### src/sv/vfr_pkg.sv
// ----------------------------------------------------------------------------
// vfr_pkg
// shared types, codes and defaults of the value frequency ranker
// ----------------------------------------------------------------------------
`default_nettype none
package vfr_pkg;
   localparam int LIST_DEPTH_DEF = 1024;
   localparam int MAP_SIZE_DEF   = 256;

   localparam logic [1:0] ACT_ADD     = 2'd0;
   localparam logic [1:0] ACT_REBUILD = 2'd1;
   localparam logic [1:0] ACT_FETCH   = 2'd2;
   localparam logic [1:0] ACT_RESTART = 2'd3;

   typedef struct packed {
      logic [1:0]  action;
      logic [31:0] value;
   } req_type;

   typedef struct packed {
      logic [31:0] result_value;
      logic        from_ranking;
   } rsp_type;
endpackage
`default_nettype wire

### src/sv/vfr_front.sv
// ----------------------------------------------------------------------------
// vfr_front
// accepts transactions into a two-entry queue ahead of the execution engine
// ----------------------------------------------------------------------------
`default_nettype none
module vfr_front import vfr_pkg::*; (
   input  wire logic    clock,
   input  wire logic    reset,
   input  wire logic    start,
   output logic         busy,
   input  wire req_type req_item,
   output logic         q_avail,
   output req_type      q_item,
   input  wire logic    q_pop
);
   req_type    q_ff [2];
   logic       wr_ptr_ff, wr_ptr_in;
   logic       rd_ptr_ff, rd_ptr_in;
   logic [1:0] cnt_ff, cnt_in;
   logic       push;

   assign busy    = (cnt_ff == 2'd2);
   assign push    = start && !busy;
   assign q_avail = (cnt_ff != 2'd0);
   assign q_item  = q_ff[rd_ptr_ff];

   always_comb begin
      wr_ptr_in = wr_ptr_ff ^ push;
      rd_ptr_in = rd_ptr_ff ^ (q_pop && q_avail);
      cnt_in    = cnt_ff + 2'(push) - 2'(q_pop && q_avail);
   end

   always_ff @(posedge clock) begin
      if (reset) begin
         wr_ptr_ff <= 1'b0;
         rd_ptr_ff <= 1'b0;
         cnt_ff    <= 2'd0;
      end else begin
         wr_ptr_ff <= wr_ptr_in;
         rd_ptr_ff <= rd_ptr_in;
         cnt_ff    <= cnt_in;
      end
   end

   always_ff @(posedge clock) begin
      if (push) begin
         q_ff[wr_ptr_ff] <= req_item;
      end
   end
endmodule
`default_nettype wire

### config.mk
export PLATFORM = sky130hd
export DESIGN_NAME = vfr_front
export DESIGN_NICKNAME = d
export VERILOG_FILES = /design/src/sv/vfr_pkg.sv /design/src/sv/vfr_front.sv
export SDC_FILE = /design/constraint.sdc
export NUM_CORES = 1
export LEC_CHECK = 0
export ABC_AREA = 1
export BUFFER_PORTS_ARGS = -buffer_cell sky130_fd_sc_hd__buf_2
export CELL_PAD_IN_SITES_DETAIL_PLACEMENT = 2
export CELL_PAD_IN_SITES_GLOBAL_PLACEMENT = 2
export CORE_ASPECT_RATIO = 0.9
export CORE_MARGIN = 5
export CORE_UTILIZATION = 40
export CTS_CLUSTER_DIAMETER = 120
export DETAILED_ROUTE_END_ITERATION = 16
export PLACE_DENSITY = 0.89
export SYNTH_ARGS = -nofsm -noshare
export SYNTH_HDL_FRONTEND = slang
export SYNTH_SLANG_ARGS = --single-unit
### constraint.sdc
create_clock -name clock -period 2.9 [get_ports clock]
set_clock_uncertainty 0.1 [all_clocks]
set_input_delay 0.29 -clock clock [delete_from_list [all_inputs] [get_ports clock]]
set_output_delay 0.29 -clock clock [all_outputs]
set_load 0.01 [all_outputs]
==> key figures, run 1 <==
Synth
  • Synth warnings: 0
  • Syn nets: approximately 180
  • Post-Syn Instances: approximately 140
  • Seq/Total Area, Yosys: 74.8%
  • Yosys reg bits: a little over 70
  • Synth Cell Area: 0.00284 sq mm
  • Distinct cell type count after synthesis: 13
  • Syn Area/Cell: ~20 sq um

Die
  • Core Area: 0.00697 sq mm
  • Initial Util: 40.7%
  • Die X: between 90 and 100 um
  • FP Rows: 29
  • Die Ht: around 90 um
  • Top Ports: 74
  • Die area: 0.00888 sq mm

CTS
  • Max clock buf depth: 2
  • # resized after CTS: 0
  • Clock transition at path regs: 0.07 ns
  • Hold-fix buffers, CTS: 0
  • Later-pin clock latency in the skew report: 0.33 ns
  • Setup bufs post-CTS: 0
  • CTS sink cnt: 72
  • CTS HTree Levels: 3
  • CTS Buf Count: 9
  • CTS root buf: clkbuf_8
  • Clock tree from TritonCTS: done

Place
  • Inst Count DP: between 300 and 400
  • Place WS: 0.958 ns
  • DP Wirelength: 4570 um
  • GPL Wtd Cong: roughly 0.73
  • IO buf count: 73

STA
  • Final setup violation count: 0
  • Hold Vio Cnt, Final: 0
  • Final Cycle Share: 75.1%
  • Setup TNS: 0 ns
  • Slew margin rel.: 60.6%
  • Actual slew at the worst max-slew pin: around 0.6 ns
  • Min cycle time layout: around 2.2 ns
  • Slew Limit Fails: 0
  • Fin worst setup slack: 0.724 ns
  • F_max: 459 MHz
  • RSZ-0062 raised after global routing: no

Routing
  • DRT antenna net count: 0
  • Avg WL per Cell: 18.6 um
  • Routed WL: 5990 um
  • Via density: 4.53
  • DR pass1 iterations: 4
  • Initial DRC count: 73
  • DRC viols: 0
  • Vias after detailed routing: 1,460

Worst setup path
  • Crit-path slowest cell: dfxtp_2
  • Critical Path RT: 2.51 ns
  • CP Launch Type: flip-flop
  • CP arrival: 1.79 ns
  • Crit Path Category: reg -> out
  • Critical path fanouts, max: 19
  • Max incr delay on CP: between 0.7 and 0.8 ns
  • Family with the most delay on the worst path: flip-flops
  • Worst path buffer plus inverter count: 2
  • CP cell instances: buf_12, mux2_4, buf_2
  • Worst setup EP type: output pin

Global routing
  • First-pass GRT wire length: 9450 um
  • Tot GR Track Use: between 10 and 15%
  • GR Overflow Total: 0
  • Initial antenna violation count: 0
  • Largest net degree at the start of global routing: 26
  • Vias in the first global route: 1,723

Layout
  • Commonest non-fill, non-tap cell in the layout: buf_2
  • Fin nets: 266
  • Synthesis-to-finish area growth: 23.4%
  • Highest-count cells in the layout ignoring fill and taps: buf_2, edfxtp_1, mux2_4
  • Ant. Diodes: 0
  • Fin cells: 322
  • Share of cells above drive strength 1: 55.0%
  • Filler cell count: 688

Run status
  • Status: completed

Flow run
  • Max-cap viol count: 0

Power
  • PD cells: 897 mW/mm^2
  • Peak supply drop: 555 uV
  • P_leak: 1.41 nW

Min path
  • HP Class: in -> reg
==> final cells by class <==
type                            instances  area (sq um)  area share [%]
Clock buffer                           12           135            3.86
Clock inverter                          4          77.6            2.22
Inverter                               10          37.5            1.07
Multi-Input combinational cell         55           612            17.5
Sequential cell                        72          2120            60.6
Tap cell                               93           116            3.32
Timing Repair Buffer                   76           400            11.4
==> cell usage after synthesis <==
cell / instances / share of area (%)
nand2_1: 5 / 0.66
nand3_1: 2 / 0.35
ha_1: 4 / 1.8
inv_1: 10 / 1.3
a21oi_1: 1 / 0.18
buf_6: 1 / 0.40
mux2_4: 28 / 15
edfxtp_1: 68 / 72
buf_12: 3 / 2.1
o21ai_0: 1 / 0.18
dfxtp_1: 4 / 2.8
nor2_1: 8 / 1.1
mux2_2: 6 / 2.4
==> registers in the layout (all words and copies together) (netlist names) <==
name	count
cnt_ff	2
q_ff	68
rd_ptr_ff	1
wr_ptr_ff	1
==> path summary, 6_finish.rpt <==
kind	startpoint	endpoint	slack, ns	cells after the start
setup / recovery	rd_ptr_ff	q_item[4]	0.72	3
setup reg to reg	cnt_ff[1]	q_ff[0][24]	0.99	5
hold reg to reg	wr_ptr_ff	wr_ptr_ff	0.51	3
hold / removal	reset	wr_ptr_ff	0.04	2
==> layer usage <==
layer  vias to the layer above  wire, um  track usage, %
met5                         -         0               0
met4                         0        42            4.10
met3                         6       340            4.64
met2                        50      3280            25.7
met1                       714      2320            15.9
li1                        690         -               -
==> through the flow <==
stage	total power, mW	hold slack [ns]	area (sq um)	util, %
2_1_floorplan	2.05	0.257	2840	-
3_3_place_gp	2.29	0.381	3290	47.2
3_5_place_dp	2.36	0.384	3290	47.2
4_1_cts	3.20	0.0208	3500	50.3
5_1_grt	3.33	0.0167	3500	50.3
6_report	3.14	0.0411	3500	50.3
==> worst register-to-register path: cells and delay by family (launching register included) <==
family	cells	cell delay, ns
fa+ha+maj	1	0.34
compound gates	1	0.14
buf+inv	3	0.65
flops	1	0.33
==> report_power, final <==
group          switching [mW]  total (mW)  internal (mW)
Combinational           0.427       0.855          0.428
Sequential              0.101        1.45           1.35
Clock                   0.342       0.832          0.490
Total                   0.869        3.14           2.27
==> logic make-up after synthesis <==
logic type	synth area share [%]
buffers and inverters	3.84
AND/OR/NAND/NOR	2.07
flip-flops	74.8
AO/OA/AOI/OAI	0.352
multiplexers	17.2
adder cells (fa/ha/maj)	1.76
(Power assumes the default switching activity.)
==> inputs of run 2 (changes only) <==
--- a/config.mk
+++ b/config.mk
@@ -11,10 +11,10 @@
 export CELL_PAD_IN_SITES_GLOBAL_PLACEMENT = 2
 export CORE_ASPECT_RATIO = 0.9
 export CORE_MARGIN = 5
-export CORE_UTILIZATION = 40
+export CORE_UTILIZATION = 37
 export CTS_CLUSTER_DIAMETER = 120
 export DETAILED_ROUTE_END_ITERATION = 16
-export PLACE_DENSITY = 0.89
+export PLACE_DENSITY = 0.83
 export SYNTH_ARGS = -nofsm -noshare
 export SYNTH_HDL_FRONTEND = slang
 export SYNTH_SLANG_ARGS = --single-unit
==> constraint.sdc (replaced) <==
create_clock -name clock -period 2.16 [get_ports clock]
set_clock_uncertainty 0.1 [all_clocks]
set_input_delay 0.216 -clock clock [delete_from_list [all_inputs] [get_ports clock]]
set_output_delay 0.216 -clock clock [all_outputs]
set_load 0.01 [all_outputs]
==> key figures, run 2 (same netlist as run 1, synthesis figures left out) <==
Layout
  • Share of cells above drive strength 1: 47.7% (-7.3 points)
  • Largest regs: q_ff x68, cnt_ff x2
  • Max reg flops: 68 (unchanged)
  • Ant. Diodes: 0 (unchanged)
  • Fin nets: 300 (+13%)
  • Filler cell count: 719 (+4.5%)
  • Synthesis-to-finish area growth: 34.3%
  • Multi-input gate area: 612 sq um (unchanged)
  • Commonest non-fill, non-tap cell in the layout: buf_2
  • Top reg by flops: q_ff
  • Register area: 0.00212 sq mm (unchanged)
  • Highest-count cells in the layout ignoring fill and taps: buf_2, edfxtp_1, dlygate4sd3_1
  • Fin cells: 358 (+11%)

Worst setup path
  • Critical Path RT: 1.84 ns (-0.67 ns)
  • CP arrival: 1.63 ns (-0.16 ns)
  • CP Launch Type: flip-flop
  • R2r setup slk: 0.45 ns (-0.54 ns)
  • Worst setup EP type: output pin
  • Crit Path Category: reg -> out
  • Worst r2r src: cnt_ff[1]
  • R2R depth: 10 (+5)
  • Worst flop-to-flop path endpoint: cnt_ff[1]
  • Critical path fanouts, max: 27 (+8)

Power
  • Peak supply drop: 532 uV (-4.1%)
  • P_leak: 1.53 nW (+8.6%)
  • PD cells: 1050 mW/mm^2 (+18%)
  • Power Total: 4.02 mW (+28%)

CTS
  • Clock tree from TritonCTS: done
  • CTS sink cnt: 72 (unchanged)
  • CTS root buf: clkbuf_8
  • Setup bufs post-CTS: 0 (unchanged)
  • CTS Buf Count: 9 (unchanged)
  • Later-pin clock latency in the skew report: 0.33 ns (about the same)
  • # resized after CTS: 0 (unchanged)
  • Max clock buf depth: 2 (unchanged)
  • Hold-fix buffers, CTS: 34 (+34)
  • Clock transition at path regs: 0.07 ns (about the same)
  • CTS HTree Levels: 3 (unchanged)

Routing
  • Vias after detailed routing: 1,617 (+11%)
  • Routed WL: 6410 um (+7.0%)
  • DRC viols: 0 (unchanged)
  • DRT antenna net count: 0 (unchanged)
  • Via density: 4.52 (-0.38%)
  • Avg WL per Cell: 17.9 um (-3.8%)
  • Initial DRC count: 27 (-63%)
  • DR pass1 iterations: 3 (-1)

Die
  • Die area: 0.00952 sq mm (+7.2%)
  • Initial Util: 37.8% (-2.9 points)
  • FP Rows: 30 (+3.4%)
  • Core Area: 0.00751 sq mm (+7.8%)
  • Die X: 102 um (+3.6%)
  • Die Ht: 93.1 um (+3.5%)
  • Top Ports: 74 (unchanged)

STA
  • Final Cycle Share: roughly nine tenths
  • Hold Vio Cnt, Final: 0 (unchanged)
  • Setup TNS: 0 ns (unchanged)
  • Hold Slack: 0.0287 ns (-0.0124 ns)
  • Final setup violation count: 0 (unchanged)
  • RSZ-0062 raised after global routing: no
  • Actual slew at the worst max-slew pin: 0.339 ns (-0.253 ns)
  • Slew Limit Fails: 0 (unchanged)
  • Min cycle time layout: 1.95 ns
  • Slew margin rel.: 77.4% (+17 points)
  • Fin worst setup slack: 0.212 ns (-0.512 ns)
  • F_max: 513 MHz

Place
  • IO buf count: 73 (unchanged)
  • DP Wirelength: 4220 um (-7.7%)
  • GPL Wtd Cong: 0.736 (+1.0%)
  • Place WS: 0.461 ns (-0.497 ns)
  • Inst Count DP: 309 (+0.98%)

Global routing
  • Largest net degree at the start of global routing: 35 (+35%)
  • Initial antenna violation count: 0 (unchanged)
  • Tot GR Track Use: 14.3% (+0.12 points)
  • First-pass GRT wire length: 9960 um (+5.4%)
  • Vias in the first global route: 1,902 (+10%)
  • GR Overflow Total: 0 (unchanged)

Flow run
  • Max-cap viol count: 0 (unchanged)

Min path
  • HP Start: req_item[19]
  • Hold Crit Depth: 1 (-1)
  • HP Class: in -> reg
  • Hold endpoint: q_ff[0][19]

Run status
  • Status: completed
-- run 2: cell count changes in the layout (fill, tap and decap cells not counted), moves of 2 or more --
cell           delta
bufinv_16         -2
buf_4             -2
dlygate4sd3_1    +34
clkinv_1          +2
clkinv_2          +2
buf_12            +2
clkbuf_1          -2
-- run 2: report_power, final --
part | switching [mW] | total [mW] | internal [mW] | leakage (nW)
logic | 0.618 | 1.25 | 0.635 | 0.783
registers | 0.107 | 1.92 | 1.81 | 0.669
clock network | 0.447 | 0.846 | 0.398 | 0.0770
-- run 2: per-layer routing --
| layer | vias up | track usage (%) | part of all wire (%) |
|---|---|---|---|
| met5 | - | 0 | 0 |
| met4 | 0 | 5.57 | 1.2 |
| met3 | 8 | 3.73 | 4.8 |
| met2 | 50 | 25.3 | 53 |
| met1 | 801 | 16.4 | 41 |
| li1 | 758 | - | - |
-- run 2: worst max-delay path by stage --
stage / startpoint / endpoint / slack (ns) / cells past startpoint
floorplan: cnt_ff[1] / q_ff[1][0] / 0.21 / 4
global placement: rd_ptr_ff / q_item[19] / 0.59 / 3
detailed placement: cnt_ff[1] / cnt_ff[1] / 0.46 / 10
CTS: rd_ptr_ff / q_item[5] / 0.19 / 3
global route: rd_ptr_ff / q_item[19] / 0.14 / 3
finish: rd_ptr_ff / q_item[20] / 0.21 / 3
-- run 2: through the flow --
step	util, %	instance area (sq um)
after global routing	50.8	3810
after detailed placement	44.2	3320
after floorplan	-	2840
after global placement	44.2	3320
after CTS	50.8	3810
final	50.8	3810
-- run 2: layout make-up --
class                           count  share of cell area [%]
Inverter                           10                   0.985
Timing Repair Buffer              110                    20.1
Multi-Input combinational cell     55                    16.1
Clock inverter                      5                   0.657
Sequential cell                    72                    55.7
Clock buffer                       10                    3.35
Tap cell                           96                    3.15
-- run 2: worst max-delay path, cell delays in order, from the launching register on --
cell,delay (ns)
dfxtp_2,0.53
buf_12,0.27
mux2_4,0.33
buf_2,0.14
==> inputs of run 3 (changes only) <==
--- a/config.mk
+++ b/config.mk
@@ -6,6 +6,7 @@
 export NUM_CORES = 1
 export LEC_CHECK = 0
 export ABC_AREA = 1
+export ABC_CLOCK_PERIOD_IN_PS = 2160
 export BUFFER_PORTS_ARGS = -buffer_cell sky130_fd_sc_hd__buf_2
 export CELL_PAD_IN_SITES_DETAIL_PLACEMENT = 2
 export CELL_PAD_IN_SITES_GLOBAL_PLACEMENT = 2
@@ -13,6 +14,7 @@
 export CORE_MARGIN = 5
 export CORE_UTILIZATION = 37
 export CTS_CLUSTER_DIAMETER = 120
+export CTS_CLUSTER_SIZE = 14
 export DETAILED_ROUTE_END_ITERATION = 16
 export PLACE_DENSITY = 0.83
 export SYNTH_ARGS = -nofsm -noshare
==> constraint.sdc (replaced) <==
create_clock -name clock -period 2.16 [get_ports clock]
set_clock_uncertainty 0.1 [all_clocks]
set_input_delay 0.108 -clock clock [delete_from_list [all_inputs] [get_ports clock]]
set_output_delay 0.108 -clock clock [all_outputs]
set_load 0.01 [all_outputs]
==> key figures, run 3 (same netlist as run 1, synthesis figures left out) <==
STA
  • Final setup violation count: 0 (unchanged)
  • Slew Limit Fails: 0 (unchanged)
  • Final Cycle Share: 85.6% (-4.6 points)
  • Hold Vio Cnt, Final: 0 (unchanged)
  • F_max: 541 MHz (+5.4%)
  • Min cycle time layout: 1.85 ns (-0.100 ns)
  • Actual slew at the worst max-slew pin: 0.356 ns (+0.0169 ns)
  • RSZ-0062 raised after global routing: no
  • Slew margin rel.: 76.3% (-1.1 points)
  • Setup TNS: 0 ns (unchanged)

Die
  • Die area: 0.00952 sq mm (unchanged)
  • FP Rows: 30 (unchanged)
  • Top Ports: 74 (unchanged)
  • Core Area: 0.00751 sq mm (unchanged)
  • Die X: 102 um (unchanged)
  • Initial Util: 37.8% (unchanged)
  • Die Ht: 93.1 um (unchanged)

Routing
  • Routed wl met2: 3500 um (+2.2%)
  • Met1 wire length: 2400 um (-7.7%)
  • Initial DRC count: 43 (+59%)
  • Met3 WL post-DR: 400 um (+31%)
  • Uppermost layer routed: met4
  • Avg WL per Cell: 17.5 um (-2.1%)
  • Routed WL: 6330 um (-1.3%)
  • DRC viols: 0 (unchanged)
  • Via density: 4.48 (-0.77%)
  • DR pass1 iterations: 2 (-1)
  • DRT antenna net count: 0 (unchanged)
  • Vias after detailed routing: 1,618 (+0.062%)

Layout
  • Commonest non-fill, non-tap cell in the layout: buf_2
  • Top reg by flops: q_ff
  • Ant. Diodes: 0 (unchanged)
  • Max reg flops: 68 (unchanged)
  • Highest-count cells in the layout ignoring fill and taps: buf_2, edfxtp_1, dlygate4sd3_1
  • Largest regs: q_ff x68, cnt_ff x2
  • Util after Layout: 51.5% (+0.72 points)
  • Share of cells above drive strength 1: 48.3% (+0.59 points)
  • Synthesis-to-finish area growth: 36.2%
  • Fin nets: 302 (+0.67%)

Min path
  • HP Start: start
  • HP Class: in -> reg
  • Hold Crit Depth: 5 (+4)
  • Hold endpoint: wr_ptr_ff

Global routing
  • Largest net degree at the start of global routing: 35 (unchanged)
  • First-pass GRT wire length: 9810 um (-1.5%)
  • Tot GR Track Use: 14.0% (-0.31 points)
  • Initial antenna violation count: 0 (unchanged)
  • Vias in the first global route: 1,930 (+1.5%)
  • GR Overflow Total: 0 (unchanged)

Power
  • PD cells: 1080 mW/mm^2 (+2.1%)
  • Peak supply drop: 742 uV (+39%)
  • P_leak: 1.56 nW (+2.1%)

Worst setup path
  • Critical Path RT: 1.95 ns (+0.11 ns)
  • CP Launch Type: flip-flop
  • Worst r2r src: cnt_ff[1]
  • R2r setup slk: 0.39 ns (-0.06 ns)
  • Crit Path Category: reg -> out
  • R2R depth: 10 (unchanged)
  • Origin of the worst setup path: rd_ptr_ff
  • Worst flop-to-flop path endpoint: cnt_ff[1]
  • CP arrival: 1.64 ns (about the same)
  • Worst setup EP type: output pin
  • Critical path fanouts, max: 26 (-3.7%)

Place
  • DP Wirelength: 4350 um (+3.1%)
  • IO buf count: 73 (unchanged)
  • GPL Wtd Cong: 0.686 (-6.8%)

Flow run
  • Max-cap viol count: 0 (unchanged)

CTS
  • Clock tree from TritonCTS: done
  • # resized after CTS: 0 (unchanged)
  • CTS sink cnt: 72 (unchanged)
  • CTS HTree Levels: 3 (unchanged)
  • Clock transition at path regs: 0.07 ns (about the same)
  • CTS root buf: clkbuf_8
  • CTS Buf Count: 9 (unchanged)
  • Later-pin clock latency in the skew report: 0.33 ns (about the same)
  • Max clock buf depth: 2 (unchanged)

Run status
  • Status: completed
run 3: changes by cell type in the layout (fill, tap and decap cells not counted):
cell	before	now
bufinv_16	0	1
clkbuf_1	1	0
clkinv_1	2	1
clkinv_2	2	4
clkinv_4	0	1
clkinvlp_4	1	0
dlygate4sd3_1	34	36
run 3: critical path, stage by stage, from the launching register on:
cell and delay [ns]:
dfxtp_2 0.55, buf_12 0.28, mux2_4 0.33, buf_2 0.15
run 3: cell type report:
class	instances	area, sq um
Inverter	10	37.5
Sequential cell	72	2120
Clock inverter	7	62.6
Multi-Input combinational cell	55	612
Fill cell	708	3640
Tap cell	96	120
Timing Repair Buffer	112	786
Clock buffer	9	124
run 3: repair_timing:
item / in CTS / in global routing
buffers inserted: 0 / 0
endpoints found under the hold margin: 72 / 0
hold buffers: 36 / 0
run 3: where the power goes:
| part | switching [mW] | total [mW] | internal [mW] |
|---|---|---|---|
| Combinational | 0.615 | 1.25 | 0.636 |
| Sequential | 0.111 | 1.93 | 1.81 |
| Clock | 0.462 | 0.985 | 0.523 |
| Total | 1.19 | 4.16 | 2.97 |
run 3: worst max-delay path by stage:
stage | to | depth (start not counted)
3_3_place_gp | cnt_ff[1] | 10
6_report | q_item[22] | 3
5_1_grt | q_item[8] | 3
2_1_floorplan | q_ff[1][0] | 4
3_5_place_dp | cnt_ff[1] | 10
4_1_cts | q_item[20] | 3
run 3: metal layers:
layer / global-route usage [%] / vias to the layer above
met3: 5.15 / 5
met2: 26.4 / 52
met4: 2.62 / 0
met5: 0 / -
li1: - / 766
met1: 15.0 / 795
run 3: through the flow:
stage          setup slack, ns  cell area (sq um)  power, mW  cells  hold slack, ns
6_report                 0.312               3860       4.16    361           0.204
5_1_grt                  0.219               3860       4.41    361           0.234
4_1_cts                  0.279               3860       4.23    361           0.203
3_5_place_dp             0.377               3320       3.19    309           0.200
3_3_place_gp             0.624               3320       3.11    309           0.195
2_1_floorplan            0.209               2840       2.75    141          0.0747
